**src/sv/sound_command_latch_and_sample_feeder_defines.svh**
```systemverilog
// Assertion helpers shared by the RTL.
`ifndef SOUND_COMMAND_LATCH_AND_SAMPLE_FEEDER_DEFINES_SVH
`define SOUND_COMMAND_LATCH_AND_SAMPLE_FEEDER_DEFINES_SVH

// Same-cycle implication, muted during reset.
`define SCSF_ASSERT_NOW(lbl, clk, rst, ante, cons, msg) \
   lbl: assert property (@(posedge clk) disable iff (rst) (ante) |-> (cons)) else $error(msg);

// Next-cycle implication, muted during reset.
`define SCSF_ASSERT_NEXT(lbl, clk, rst, ante, cons, msg) \
   lbl: assert property (@(posedge clk) disable iff (rst) (ante) |=> (cons)) else $error(msg);

`endif

```
**src/sv/scsf_pkg.sv**
```systemverilog
package scsf_pkg;

   // Item commands
   localparam logic [2:0] CMD_MAIN_WR  = 3'd0;
   localparam logic [2:0] CMD_SOUND_WR = 3'd1;
   localparam logic [2:0] CMD_SOUND_RD = 3'd2;
   localparam logic [2:0] CMD_TICK     = 3'd3;
   localparam logic [2:0] CMD_ROM_LOAD = 3'd4;

   // Bus addresses
   localparam logic [15:0] ADDR_CMD_HI   = 16'ha800;
   localparam logic [15:0] ADDR_CMD_LO   = 16'ha801;
   localparam logic [15:0] ADDR_FLIP     = 16'ha802;
   localparam logic [15:0] ADDR_SMP_NUM  = 16'h7004;
   localparam logic [15:0] ADDR_TRIGGER  = 16'h7006;
   localparam logic [15:0] ADDR_CODE_RD  = 16'h7000;

   localparam int ROM_INDEX_W = 13;

   typedef struct packed {
      logic [7:0]             read_data;
      logic                   mute;
      logic                   flip;
      logic [ROM_INDEX_W-1:0] rom_index;
      logic [2:0]             bit_sel;
   } lat_stat_type;

   typedef struct packed {
      logic [7:0] read_data;
      logic       strobe;
      logic       mute;
      logic       flip;
      logic [2:0] bit_sel;
      logic       in_range;
   } s1_type;

   typedef struct packed {
      logic [7:0] read_data;
      logic       cvsd_bit;
      logic       cvsd_strobe;
      logic       mute;
      logic       flip;
   } out_type;

   // Lowest set bit i among bits 6-15 gives 16 - i; none set gives 0.
   function automatic logic [3:0] high_code_of(input logic [15:0] w);
      logic [3:0] c;
      c = '0;
      for (int i = 15; i >= 6; i--) begin
         if (w[i]) c = 4'(16 - i);
      end
      return c;
   endfunction

   // Highest set bit h among bits 0-5 gives 5 - h.
   function automatic logic [3:0] low_code_of(input logic [5:0] b);
      logic [3:0] c;
      c = '0;
      for (int i = 0; i <= 5; i++) begin
         if (b[i]) c = 4'(5 - i);
      end
      return c;
   endfunction

endpackage

```
**src/sv/scsf_latch.sv**
```systemverilog
module scsf_latch (
   input  logic                 clock,
   input  logic                 reset,
   input  logic                 fire,
   input  logic [2:0]           cmd,
   input  logic [15:0]          bus_address,
   input  logic [7:0]           bus_data,
   output scsf_pkg::lat_stat_type stat
);

   logic [15:0] cmd_word_ff, cmd_word_in;
   logic [15:0] prev_cmd_ff, prev_cmd_in;
   logic [3:0]  high_code_ff, high_code_in;
   logic [3:0]  low_code_ff, low_code_in;
   logic [7:0]  smp_num_ff, smp_num_in;
   logic [15:0] bit_addr_ff, bit_addr_in;
   logic        mute_ff, mute_in;
   logic        flip_ff, flip_in;
   logic        upd_codes;

   always_comb begin
      cmd_word_in  = cmd_word_ff;
      prev_cmd_in  = prev_cmd_ff;
      high_code_in = high_code_ff;
      low_code_in  = low_code_ff;
      smp_num_in   = smp_num_ff;
      bit_addr_in  = bit_addr_ff;
      mute_in      = mute_ff;
      flip_in      = flip_ff;
      upd_codes    = 1'b0;
      if (fire) begin
         case (cmd)
            scsf_pkg::CMD_MAIN_WR: begin
               if (bus_address == scsf_pkg::ADDR_CMD_HI) begin
                  cmd_word_in = {bus_data, cmd_word_ff[7:0]};
                  upd_codes   = 1'b1;
               end else if (bus_address == scsf_pkg::ADDR_CMD_LO) begin
                  prev_cmd_in = cmd_word_ff;
                  cmd_word_in = {cmd_word_ff[15:8], bus_data};
                  upd_codes   = 1'b1;
               end else if (bus_address == scsf_pkg::ADDR_FLIP) begin
                  flip_in = bus_data[7];
               end
            end
            scsf_pkg::CMD_SOUND_WR: begin
               if (bus_address == scsf_pkg::ADDR_SMP_NUM) begin
                  smp_num_in = bus_data;
               end else if (bus_address == scsf_pkg::ADDR_TRIGGER) begin
                  // trigger: with bit 7 set, restart playback at number*256 and clear the low code; bit 7 clear mutes
                  if (bus_data[7]) begin
                     low_code_in = '0;
                     bit_addr_in = {smp_num_ff, 8'h00};
                  end
                  mute_in = ~bus_data[7];
               end
            end
            scsf_pkg::CMD_TICK: begin
               bit_addr_in = bit_addr_ff + 16'd1;
            end
            default: begin
            end
         endcase
      end
      if (upd_codes) begin
         high_code_in = scsf_pkg::high_code_of(cmd_word_in);
         if (cmd_word_in[5:0] != 6'd0 && cmd_word_in[5:0] != prev_cmd_in[5:0]) begin
            low_code_in = scsf_pkg::low_code_of(cmd_word_in[5:0]);
         end
      end
   end

   always_ff @(posedge clock) begin
      if (reset) begin
         cmd_word_ff  <= '0;
         prev_cmd_ff  <= '0;
         high_code_ff <= '0;
         low_code_ff  <= '0;
         smp_num_ff   <= '0;
         bit_addr_ff  <= '0;
         mute_ff      <= 1'b1;
         flip_ff      <= 1'b0;
      end else begin
         cmd_word_ff  <= cmd_word_in;
         prev_cmd_ff  <= prev_cmd_in;
         high_code_ff <= high_code_in;
         low_code_ff  <= low_code_in;
         smp_num_ff   <= smp_num_in;
         bit_addr_ff  <= bit_addr_in;
         mute_ff      <= mute_in;
         flip_ff      <= flip_in;
      end
   end

   always_comb begin
      stat.read_data = 8'h00;
      if (cmd == scsf_pkg::CMD_SOUND_RD && bus_address == scsf_pkg::ADDR_CODE_RD) begin
         stat.read_data = {low_code_ff, high_code_ff};
      end
      stat.mute      = mute_in;
      stat.flip      = flip_in;
      stat.rom_index = bit_addr_ff[15:3];
      stat.bit_sel   = bit_addr_ff[2:0];
   end

endmodule

```
**config.mk**
```make
export PLATFORM = sky130hd
export DESIGN_NAME = scsf_latch
export DESIGN_NICKNAME = d
export VERILOG_FILES = /design/src/sv/sound_command_latch_and_sample_feeder_defines.svh /design/src/sv/scsf_pkg.sv /design/src/sv/scsf_latch.sv
export SDC_FILE = /design/constraint.sdc
export NUM_CORES = 1
export LEC_CHECK = 0
export ABC_AREA = 1
export BUFFER_PORTS_ARGS = -buffer_cell sky130_fd_sc_hd__buf_2
export CAP_MARGIN = 30
export CORE_ASPECT_RATIO = 0.7
export CORE_UTILIZATION = 35
export CTS_CLUSTER_SIZE = 40
export DETAILED_ROUTE_END_ITERATION = 6
export SLEW_MARGIN = 20
export SYNTH_ARGS = -nofsm -noshare
export SYNTH_HDL_FRONTEND = slang
export SYNTH_SLANG_ARGS = --single-unit
export TNS_END_PERCENT = 50
```
**constraint.sdc**
```tcl
create_clock -name clock -period 1.7 [get_ports clock]
set_input_delay 0.085 -clock clock [delete_from_list [all_inputs] [get_ports clock]]
set_output_delay 0.085 -clock clock [all_outputs]
set_load 0.05 [all_outputs]
```
## After elaboration in Yosys (flattened, before gate mapping)

Index checks and enable logic that the tools add are counted.

- Mux-type cells: 49
- Add/sub/neg operators: 1
- Bitwise logic cells: 1
- Eq/ne operators: 13
- Reduce and logical (&&, ||, !) cells: 7

Operators by type and width:

| operator | count |
|---|---|
| $mux 16 | 6 |
| $mux 4 | 21 |
| $eq 16x15->1 const B | 3 |
| $eq 16x16->1 const B | 3 |
| $pmux 16 s2 | 1 |
| $mux 6 | 4 |
| $add 16x1->16 const B | 1 |
| $mux 8 | 2 |
| $mux 1 | 14 |
| $eq 3x2->1 const B | 2 |
| $ne 2x2->1 const B | 3 |
| $ne 6x6->1 | 1 |
| $reduce_bool 6->1 | 1 |
| $reduce_and 5->1 | 1 |
| $eq 3x1->1 const B | 1 |
| $logic_not 3->1 | 1 |
| $mux 3 | 1 |
| $reduce_and 3->1 | 1 |
| $logic_and 1x1->1 | 2 |
| $reduce_bool 2->1 | 1 |
| $not 1->1 | 1 |

- Input bits: 30
- Output and inout bits: 26
- Register bits: 56
- Logic and storage cells: 79

## Depth between registers and ports, before layout

Gate-level depths: netlist (run 1).

- Depth in word-level cells: 15
- Depth in mapped cells: 17

## Worst setup path after synthesis (run 1)

No wires, ideal clock.

- Kind: reg2reg
- Start: reg bit_addr_ff[2]
- End: reg bit_addr_ff[15]
- Required time: 1.629 ns
- Path slack: -0.275 ns
- Path buffers: 0
- Period minus slack after synthesis: 1.975 ns
- Setup time: 0.071 ns
- Cell stages (with the launch flop): 12
- Data arrival time: 1.905 ns
- Path through: dfxtp_1 nand3_1 nor2_1 nand3_1 nor2_1 nand2_1 nor3_1 nand2_1 xor2_1 nand2_1 o211ai_1 a21oi_1

- Word-level cells in the longest chain between the ends: 2

Ends and longest elaborated chain:

| item | line | source |
|---|---|---|
| start, declared | scsf_latch.sv:16 | `logic [15:0] bit_addr_ff, bit_addr_in;` |
| start signal, assigned | scsf_latch.sv:88 | `bit_addr_ff <= bit_addr_in;` |
| $add 16x1->16 | scsf_latch.sv:58 | `bit_addr_in = bit_addr_ff + 16'd1;` |
| $pmux 16 s2 | scsf_latch.sv:32 | `case (cmd)` |

Every way passes these cells.
A chain may end at the register's enable or synchronous reset.

## Worst setup path after layout (run 1)

- Start: in bus_address[8]
- End: reg low_code_ff[1]

- Word-level cells in the longest chain between the ends: 12

Ends and longest elaborated chain:

| item | line | source |
|---|---|---|
| start, declared | scsf_latch.sv:6 | `input logic [15:0] bus_address,` |
| $eq 16x16->1 | scsf_latch.sv:37 | `end else if (bus_address == scsf_pkg::ADDR_CMD_LO) begin` |
| $mux 8 | scsf_latch.sv:37 |  |
| $mux 16 | scsf_latch.sv:34 | `if (bus_address == scsf_pkg::ADDR_CMD_HI) begin` |
| $mux 16 | scsf_latch.sv:32 |  |
| $mux 16 | scsf_latch.sv:31 | `if (fire) begin` |
| $mux 4 (5 in series) | scsf_pkg.sv:60 | `if (b[i]) c = 4'(5 - i);` |
| $mux 4 | scsf_latch.sv:66 | `if (cmd_word_in[5:0] != 6'd0 && cmd_word_in[5:0] != prev_cmd_in[5:0]) begin` |
| $mux 4 (*) | scsf_latch.sv:64 | `if (upd_codes) begin` |
| end signal, assigned | scsf_latch.sv:86 | `low_code_ff <= low_code_in;` |
| end, declared | scsf_latch.sv:14 | `logic [3:0] low_code_ff, low_code_in;` |

Every way passes the cells marked *; elsewhere a longest branch is shown, timed or not.

==> results of run 1 <==
==> sequential cells by signal (all words and copies together), names as in the netlist <==
| name | cells |
|---|---|
| bit_addr_ff | 16 |
| cmd_word_ff | 16 |
| smp_num_ff | 8 |
| prev_cmd_ff | 6 |
| high_code_ff | 4 |
| low_code_ff | 4 |
| flip_ff | 1 |
| mute_ff | 1 |
==> power groups by stage <==
stage	Combinational [mW]	Clock, mW	Sequential [mW]
floorplan	0.0915	0	1.36
global placement	0.213	0	1.34
detailed placement	0.215	0	1.34
CTS	0.217	1.10	1.31
global route	0.256	1.15	1.31
finish	0.237	1.07	1.31
==> worst paths after layout <==
path                                                  start                            to  slack (ps)  cells after the start
worst min-delay path                            bus_data[2]     cmd_word_ff[2]$_SDFF_PP0_         100                      3
worst min register to register    low_code_ff[3]$_SDFF_PP0_     low_code_ff[3]$_SDFF_PP0_         460                      2
worst max-delay path                         bus_address[8]     low_code_ff[1]$_SDFF_PP0_          50                     16
worst max register to register  bit_addr_ff[2]$_SDFFE_PP0P_  bit_addr_ff[12]$_SDFFE_PP0P_          60                     11
==> cells by family (layout without fill, tap and decap cells) <==
group | after synthesis | in the layout | synth area share [%]
compound gates | 75 | 75 | 13.1
xor+xnor | 9 | 9 | 2.35
fa+ha+maj | 1 | 1 | 0.374
buf+inv | 82 | 207 | 10.5
flops | 56 | 56 | 33.5
mux | 1 | 1 | 0.299
simple gates | 261 | 262 | 39.8
==> routing by layer <==
metal / vias to the layer above / global-route usage (%) / wire (um)
li1: 1795 / - / -
met1: 1555 / 27.6 / 4830
met2: 110 / 26.7 / 3920
met3: 10 / 2.73 / 576
met4: 0 / 5.52 / 126
met5: - / 0 / 0
==> cell usage after synthesis, drive strengths merged (7+ instances only) <==
master | n | area, um2
o21ai | 35 | 201
buf | 11 | 86.3
nor2 | 89 | 449
a21oi | 28 | 148
xor2 | 7 | 61.3
inv | 66 | 248
a211oi | 9 | 67.6
nand2 | 127 | 559
nand4 | 17 | 136
nand3 | 16 | 105
dfxtp | 56 | 1120
nor3 | 7 | 45.0
==> area by class of cell <==
| class | instances | share of cell area [%] |
|---|---|---|
| Multi-Input combinational cell | 348 | 43.5 |
| Sequential cell | 56 | 24.2 |
| Timing Repair Buffer | 133 | 20.5 |
| Inverter | 66 | 5.30 |
| Tap cell | 124 | 3.29 |
| Clock buffer | 7 | 3.02 |
| Clock inverter | 1 | 0.159 |
==> timing repair <==
item / in CTS / in global routing
endpoints found under the setup margin: 3 / 11
pin swaps: 1 / 28
hold buffers: 0 / 0
gates cloned: 0 / 3
resized for setup: 3 / 52
setup buffers: 0 / 13
==> worst max-delay path, cell delays in order <==
cell and delay (ps):
buf_6 100, nor2_4 150, nand4_4 150, nor2_8 150, nand3_4 120, buf_12 180, buf_12 140, nand2_2 80
o21ai_4 80, nand2_2 80, nand2_2 60, nor2_4 120, nand3_4 120, nand3_2 110, nand2_1 50, nor2_1 110
==> flow_summary.json, run 1 <==
{
  "layout-drive-gt1-share_pct": 38.0,
  "worstPathRequired_ps": 1930,
  "ys_types": 38,
  "hold_ws_ps": 95.3,
  "setup_viol": 0,
  "combPwrFrac_pct": 9.0,
  "synth-edff-count": 0,
  "drv_cap": 0,
  "antenna_found_initial": 0,
  "final_common_cell": "nand2_1",
  "fillers": 878,
  "max_freq_mhz": 606,
  "io_pins": 56,
  "fin_area_um2": 4720,
  "grt_overflow": 0,
  "drt-total-wl_um": 9450,
  "final-max-slew-violation-count": 0,
  "ant_nets": 0,
  "synth_ff_type": "dfxtp_1",
  "finalHoldViolCount": 0,
  "die_w_um": 119,
  "die-height_um": 83.8,
  "numCtsBuffers": 5,
  "syn_avg_cell_area_um2": 6.90,
  "drt_iter0_drc": 158,
  "power_mw": 2.62,
  "root_buffer": "clkbuf_16",
  "cellPowerDensity_nw_per_um2": 554,
  "cp_max_fo": 7,
  "coreArea_um2": 9180,
  "drt-vias-per-instance": 4.72,
  "vias": 3470,
  "clk_path_buf_depth": 2,
  "switchingPower_mw": 0.628,
  "syn_inst": 485,
  "grt_pass1_vias": 3076,
  "clkPwrFrac_pct": 40.7,
  "fin_tns_setup_ps": 0,
  "cts_sinks": 56,
  "skew_ps": 6.30,
  "cts_tree": "built",
  "rsz0062_at_grt": "true",
  "ys_seq_elements": 56,
  "synthArstFlopShare_pct": 0,
  "dp_cells": 711,
  "dp_slack_ps": -295,
  "syn_to_final_growth_pct": 41.0,
  "synth_area_um2": 3350,
  "route.detailed.drc": 0,
  "clk_latency_ps": 300,
  "leakage_nw": 2.19,
  "grt_max_degree": 27,
  "min-delay-path-class": "primary input to flop",
  "critPathLaunchType": "primary input",
  "start_util_pct": 36.5,
  "min_period_ps": 1650,
  "p_seq_share_pct": 50.2,
  "routabilityCongestion": 0.824,
  "fin_nets": 641,
  "finish.utilization_pct": 51.4,
  "fp.dieArea_um2": 9970,
  "antenna_cells": 0,
  "io_buffers": 55,
  "seq_area_um2": 1140,
  "arrival_ps": 1880,
  "ys_seq_area_share_pct": 33.5,
  "status": "finished clean",
  "num_rows": 29,
  "multiInputGateArea_um2": 2050,
  "cts.clk_slew.worst_paths_ps": 70,
  "htreeDepth": 2,
  "grt_first_pass_wirelength_um": 14700,
  "intPower_mw": 1.99,
  "worst_pin_slew_ps": 362,
  "cp-end-kind": "flop",
  "first_pass_iters": 5,
  "yosysWarnings": 0,
  "ir_drop_uv": 380,
  "post_drt_wl_per_cell_um": 12.9,
  "final_cells": 735,
  "slew_headroom_pct": 75.9,
  "dpl.hpwl_um": 6670,
  "period_share_pct": 97.1,
  "final_cell_mix": "100 x nand2_1, 71 x buf_4, 66 x nor2_1, 59 x inv_1, 51 x buf_2",
  "grt_util_all_layers_pct": 18.4,
  "path_class": "primary input to flop",
  "setup_ws_ps": 48.6,
  "synth_nets": 516,
  "p_sw_share_pct": 24.0,
  "dpl_cell_area_um2": 4180
}
(Power assumes the default switching activity.)
==> inputs of run 2 (changes only) <==
CORE_UTILIZATION = 57   (was 35)
PLACE_DENSITY = 0.81   (was not set)
REMOVE_ABC_BUFFERS = 1   (was not set)
==> run 2 against run 1 <==
Against the previous run: the run now ends with negative setup slack left; power is 4.3% lower; combinational power decreased by 3%; wire length grew 5.1%; setup slack worse by 95 ps; critical path depth is 7 lower; die area is 38% lower; final cell count decreased by 7.9%; via count increased by 5.6%; worst hold slack worse by 15 ps; register-to-register slack lost 110 ps; sequential share of layout area rose by 0.91 points; critical endpoint is now bit_addr_ff[14]$_SDFFE_PP0P_; largest cell class unchanged.
==> flow_summary.json, run 2 (synthesized netlist as in run 1, its figures left out) <==
{
  "status": "complete, but fails checks",
  "violations": "negative setup slack",
  "crit_path_end": "bit_addr_ff[14]$_SDFFE_PP0P_",
  "vias": 3664,
  "cp.depth": 9,
  "worst_pin_slew_ps": 437,
  "fillers": 347,
  "setup_viol": 3,
  "routabilityCongestion": 0.845,
  "first_pass_iters": 5,
  "syn_to_final_growth_pct": 34.2,
  "setup_ws_ps": -46.5,
  "cts.clk_slew.worst_paths_ps": 100,
  "dpl.hpwl_um": 6520,
  "grt_util_all_layers_pct": 30.9,
  "critPathLaunchType": "flop",
  "intPower_mw": 1.92,
  "io_pins": 56,
  "num_rows": 22,
  "cellPowerDensity_nw_per_um2": 557,
  "min_period_ps": 1750,
  "grt_max_degree": 22,
  "slew_headroom_pct": 70.6,
  "ant_nets": 0,
  "slowest_delay_ps": 380,
  "cts_tree": "built",
  "p_sw_share_pct": 23.4,
  "cts_sinks": 56,
  "grt.busiest_layer": "met2",
  "layout-drive-gt1-share_pct": 35.5,
  "finalHoldViolCount": 0,
  "htreeDepth": 2,
  "max_freq_mhz": 573,
  "r2r-start": "bit_addr_ff[1]$_SDFFE_PP0P_",
  "p_seq_share_pct": 52.7,
  "arrival_ps": 1990,
  "rsz0062_at_grt": "true",
  "period_share_pct": 103,
  "reg2reg_to": "bit_addr_ff[14]$_SDFFE_PP0P_",
  "post_drt_wl_per_cell_um": 14.7,
  "grt_pass1_vias": 3291,
  "ir_drop_uv": 496,
  "power_mw": 2.50,
  "root_buffer": "clkbuf_8",
  "grt_first_pass_wirelength_um": 15000,
  "die_w_um": 93.6,
  "switchingPower_mw": 0.587,
  "die-height_um": 66.1,
  "crit_buf_inv": 1,
  "critPathLaunch": "bit_addr_ff[1]$_SDFFE_PP0P_",
  "fin_nets": 635,
  "rrSetupSlack_ps": -50,
  "min-delay-path-class": "primary input to flop",
  "fp.dieArea_um2": 6190,
  "drt_iter0_drc": 290,
  "coreArea_um2": 5450,
  "reg_top3": "bit_addr_ff: 16 flops, cmd_word_ff: 16 flops, smp_num_ff: 8 flops",
  "antenna_cells": 0,
  "numCtsBuffers": 5,
  "worstPathRequired_ps": 1950,
  "cp_max_fo": 3,
  "clkPwrFrac_pct": 38.1,
  "final_cell_mix": "105 x nand2_1, 69 x nor2_1, 67 x buf_4, 58 x inv_1",
  "cp-end-kind": "flop",
  "clk_path_buf_depth": 2,
  "leakage_nw": 2.13,
  "drt-total-wl_um": 9930,
  "route.detailed.drc": 0,
  "hold_ws_ps": 80.7,
  "path_cells": "buf_6, ha_4, nand4_1, nor2_2, nand4_1, xor2_1, a21oi_1, o21ai_1, a21oi_1",
  "path_class": "flop to flop",
  "clk_latency_ps": 310,
  "combPwrFrac_pct": 9.1,
  "final_common_cell": "nand2_1",
  "io_buffers": 55,
  "final-max-slew-violation-count": 0,
  "drv_cap": 0,
  "drt-vias-per-instance": 5.41,
  "cpMaxStageDelayCell": "dfxtp_2",
  "met3_usage_pct": 5.63,
  "critPathTopFamily": "simple AND/OR/NAND/NOR gates",
  "grt_overflow": 0,
  "skew_ps": 4.45,
  "grtUsageMet1_pct": 40.5,
  "use_met2_pct": 52.3,
  "antenna_found_initial": 0,
  "start_util_pct": 61.4,
  "rr_worst_depth": 9
}
## run 2: stage by stage
step	TNS [ps]	worst slack (ps)	cells	cell area (um2)	util (%)
final	-82.2	-46.5	677	4490	82.5
after CTS	0	5.17	670	4320	79.2
after global routing	-949	-174	677	4490	82.5
after detailed placement	-1500	-187	660	4130	75.7
after global placement	-802	-159	660	4130	75.7
after floorplan	-1960	-291	469	3240	-
## run 2: timing repair
| item | 4_1_cts | 5_1_grt |
|---|---|---|
| buffers inserted | 2 | 6 |
| setup endpoints to repair | 5 | 16 |
| pin swaps | 4 | 9 |
| gates cloned | 0 | 1 |
| hold buffers | 0 | 0 |
| gates resized for setup | 15 | 29 |
## run 2: tightest hold or removal path, cell delays in order
cell and delay (ps):
buf_2 110, o21ai_4 80, nor2_1 80
## run 2: layout make-up
type	instances	area [um2]	share of cell area [%]
inverters	66	248	5.51
flip-flops and latches	56	1130	25.1
clock buffers	7	96.3	2.14
clock inverters	1	30.0	0.668
repair buffers	127	866	19.3
well taps	72	90.1	2.00
multi-input cells	348	2040	45.3
## run 2: power groups by stage
stage	Sequential, mW	Combinational (mW)	Clock, mW
after CTS	1.32	0.215	0.945
after global placement	1.35	0.208	0
after global routing	1.32	0.249	0.988
after floorplan	1.36	0.0756	0
after detailed placement	1.35	0.213	0
final	1.32	0.229	0.955
## run 2: worst min path at each step
stage | slack [ps] | endpoint | cells past startpoint | from
4_1_cts | 80 | smp_num_ff[6]$_SDFFE_PP0P_ | 3 | bus_data[6]
3_3_place_gp | 390 | cmd_word_ff[2]$_SDFF_PP0_ | 3 | bus_data[2]
2_1_floorplan | 150 | bit_addr_ff[10]$_SDFFE_PP0P_ | 1 | reset
6_report | 80 | cmd_word_ff[2]$_SDFF_PP0_ | 3 | bus_data[2]
3_5_place_dp | 400 | smp_num_ff[6]$_SDFFE_PP0P_ | 3 | bus_data[6]
5_1_grt | 90 | smp_num_ff[6]$_SDFFE_PP0P_ | 3 | bus_data[6]
## run 2: per-layer routing
| metal | share of wire, % | routed length [um] | vias to the layer above |
|---|---|---|---|
| li1 | - | - | 1774 |
| met1 | 43 | 4260 | 1653 |
| met2 | 47 | 4620 | 200 |
| met3 | 8.3 | 823 | 37 |
| met4 | 2.3 | 230 | 0 |
| met5 | 0 | 0 | - |
==> inputs of run 3 (changes only) <==
ABC_AREA = not set   (was 1)
CORE_UTILIZATION = 55   (was 57)
PLACE_DENSITY = 0.79   (was 0.81)
==> run 3 against run 2 <==
Against the previous run: cell area is 0.42% lower; sequential power hardly changed; sequential cell count stayed put; register-to-register slack worse by 360 ps; non-clock buffer count is 14 higher; the run ends with design-rule violations, negative setup slack left; synthesized cell count is 22% lower; global-route usage is 4.9 points higher; clock skew is 8.4 ps higher; combinational power is 5% higher; final cell count is 15% lower.
==> flow_summary.json, run 3 <==
{
  "leakage_nw": 1.82,
  "ys_seq_elements": 56,
  "final_cell_mix": "71 x buf_4, 53 x dfxtp_1, 52 x nand2_1, 42 x buf_2, 37 x nor2_1",
  "io_pins": 56,
  "cts_hold_buf": 0,
  "fin_nets": 533,
  "slew_headroom_pct": 70.8,
  "grt_overflow": 0,
  "numCtsBuffers": 5,
  "period_share_pct": 132,
  "ys_types": 59,
  "dpl.hpwl_um": 6680,
  "setup_ws_ps": -551,
  "start_util_pct": 57.5,
  "cellPowerDensity_nw_per_um2": 521,
  "syn_inst": 378,
  "finalHoldViolCount": 0,
  "hold_path_depth": 2,
  "violations": "design-rule violations, negative setup slack",
  "antenna_found_initial": 0,
  "yosysTopAreaCell": "dfxtp_1",
  "layout-drive-gt1-share_pct": 44.5,
  "critPathTopFamily": "simple AND/OR/NAND/NOR gates",
  "cp_max_fo": 8,
  "io_buffers": 55,
  "reg2reg_to": "low_code_ff[1]$_SDFF_PP0_",
  "synthArstFlopShare_pct": 0,
  "cts.clk_slew.worst_paths_ps": 100,
  "antenna_cells": 0,
  "skew_ps": 12.9,
  "rr_worst_depth": 7,
  "dpl_cell_area_um2": 3780,
  "post_drt_wl_per_cell_um": 22.7,
  "clk_path_buf_depth": 2,
  "final_cells": 575,
  "ir_drop_uv": 443,
  "reg_top3": "bit_addr_ff: 16 flops, cmd_word_ff: 16 flops, smp_num_ff: 8 flops",
  "slowest_delay_ps": 550,
  "cpMaxStageDelayCell": "or4b_4",
  "cts_sinks": 56,
  "worstPathRequired_ps": 1910,
  "coreArea_um2": 5260,
  "htreeDepth": 2,
  "synth-edff-count": 0,
  "cp-end-kind": "flop",
  "first_pass_iters": 7,
  "synth_area_um2": 3020,
  "path_cells": "buf_6, or4b_4, buf_4, nor4_4, nand3_2, buf_6, mux2i_1, buf_4, nand2_1, nor3_1, nor3_1",
  "path_class": "primary input to flop",
  "synthTopCellsByArea": "dfxtp_1 37%, nand2_1 7.0%, a21oi_1 6.3%, mux2i_1 5.6%, nor2_1 5.1%",
  "cts_tree": "built",
  "whs_endpoint": "flip_ff$_SDFF_PP0_",
  "synth_top_area_share_pct": 37.1,
  "clk_latency_ps": 330,
  "dp_cells": 546,
  "synth_ff_type": "dfxtp_1",
  "route.detailed.drc": 6,
  "power_mw": 2.33,
  "grt_first_pass_wirelength_um": 16100,
  "die-height_um": 64.0,
  "grt_pass1_vias": 3142,
  "grt_util_all_layers_pct": 35.8,
  "critPathLaunchType": "primary input",
  "drt_iter0_drc": 601,
  "fp.dieArea_um2": 5800,
  "root_buffer": "clkbuf_8",
  "dp_slack_ps": -762,
  "syn_to_final_growth_pct": 48.1,
  "min-delay-start": "reset",
  "max_freq_mhz": 444,
  "yosysWarnings": 0,
  "final-max-slew-violation-count": 0,
  "rrSetupSlack_ps": -410,
  "routabilityCongestion": 0.914,
  "final_common_cell": "buf_4",
  "min-delay-path-class": "primary input to flop",
  "rsz0062_at_grt": "true",
  "ys_seq_area_share_pct": 37.1,
  "synth.top_cells.by_count": "56 x dfxtp_1, 56 x nand2_1, 41 x nor2_1",
  "crit_buf_inv": 4,
  "arrival_ps": 2460,
  "drv_cap": 0,
  "die_w_um": 90.6,
  "fillers": 260,
  "status": "complete, but fails checks",
  "min_period_ps": 2250,
  "worst_pin_slew_ps": 437,
  "grt_max_degree": 22,
  "drt-vias-per-instance": 6.61,
  "r2r-start": "cmd_word_ff[4]$_SDFF_PP0_",
  "ant_nets": 0,
  "vias": 3802,
  "fin_area_um2": 4480,
  "drt-total-wl_um": 13100,
  "syn_avg_cell_area_um2": 7.99,
  "num_rows": 22,
  "setup_viol": 57
}
## run 3: cell count changes after synthesis, moves of 12 or more
cell	change
a21oi_1	+12
clkbuf_1	+14
inv_1	-50
mux2i_1	+16
nand2_1	-52
nand2_2	-12
nor2_1	-31
o21ai_1	-13
## run 3: through the flow
step	hold WS (ps)	utilization (%)	setup TNS, ps
final	40.0	85.1	-13670
after global placement	370	71.9	-20920
after CTS	48.3	79.6	-6880
after floorplan	154	-	-15360
after global routing	44.9	85.1	-14720
after detailed placement	384	71.9	-23380
## run 3: what timing repair did
action,4_1_cts,5_1_grt
setup buffers,13,9
pin swaps,32,30
resized for setup,63,55
cloned,0,2
setup endpoints to repair,39,61
## run 3: where the power goes
group,internal (mW),total (mW),switching [mW]
Clock,0.295,0.780,0.485
Combinational,0.0911,0.240,0.148
Sequential,1.31,1.31,0.00159
Total,1.70,2.33,0.635
## run 3: kinds of logic (layout without fill, tap and decap cells)
kind of cell / count (synthesis) / count (layout) / share of synthesized area, %
AOI/OAI and AO/OA: 76 / 76 / 15.8
xor gates and xnor gates: 15 / 15 / 4.35
adders and majority gates: 1 / 1 / 0.414
buffers and inverters: 34 / 159 / 4.80
DFF: 56 / 56 / 37.1
muxes: 21 / 21 / 7.25
and+or+nand+nor: 175 / 175 / 30.3
## run 3: metal layers
metal	track usage, %	share of wire [%]
met1	50.2	36
met2	54.5	42
met3	7.38	14
met4	13.1	7.5
met5	0	0
## run 3: worst max path at each step
stage | start | endpoint | slack (ps) | cells after the start
6_report | bus_address[10] | high_code_ff[3]$_SDFFE_PP0P_ | -550 | 11
5_1_grt | bus_address[8] | low_code_ff[1]$_SDFF_PP0_ | -580 | 10
4_1_cts | bus_address[14] | high_code_ff[2]$_SDFFE_PP0P_ | -470 | 9
3_5_place_dp | bus_address[9] | high_code_ff[1]$_SDFFE_PP0P_ | -760 | 9
3_3_place_gp | bus_address[9] | high_code_ff[1]$_SDFFE_PP0P_ | -660 | 9
2_1_floorplan | bus_address[3] | low_code_ff[1]$_SDFF_PP0_ | -950 | 7
## run 3: area by class of cell
cell class | instances | area (um2) | share of cell area, %
clock inverters | 2 | 16.3 | 0.363
multi-input cells | 288 | 2000 | 44.8
clock buffers | 6 | 72.6 | 1.62
well taps | 72 | 90.1 | 2.01
flip-flops and latches | 56 | 1120 | 25.1
inverters | 10 | 40.0 | 0.895
repair buffers | 141 | 1130 | 25.2
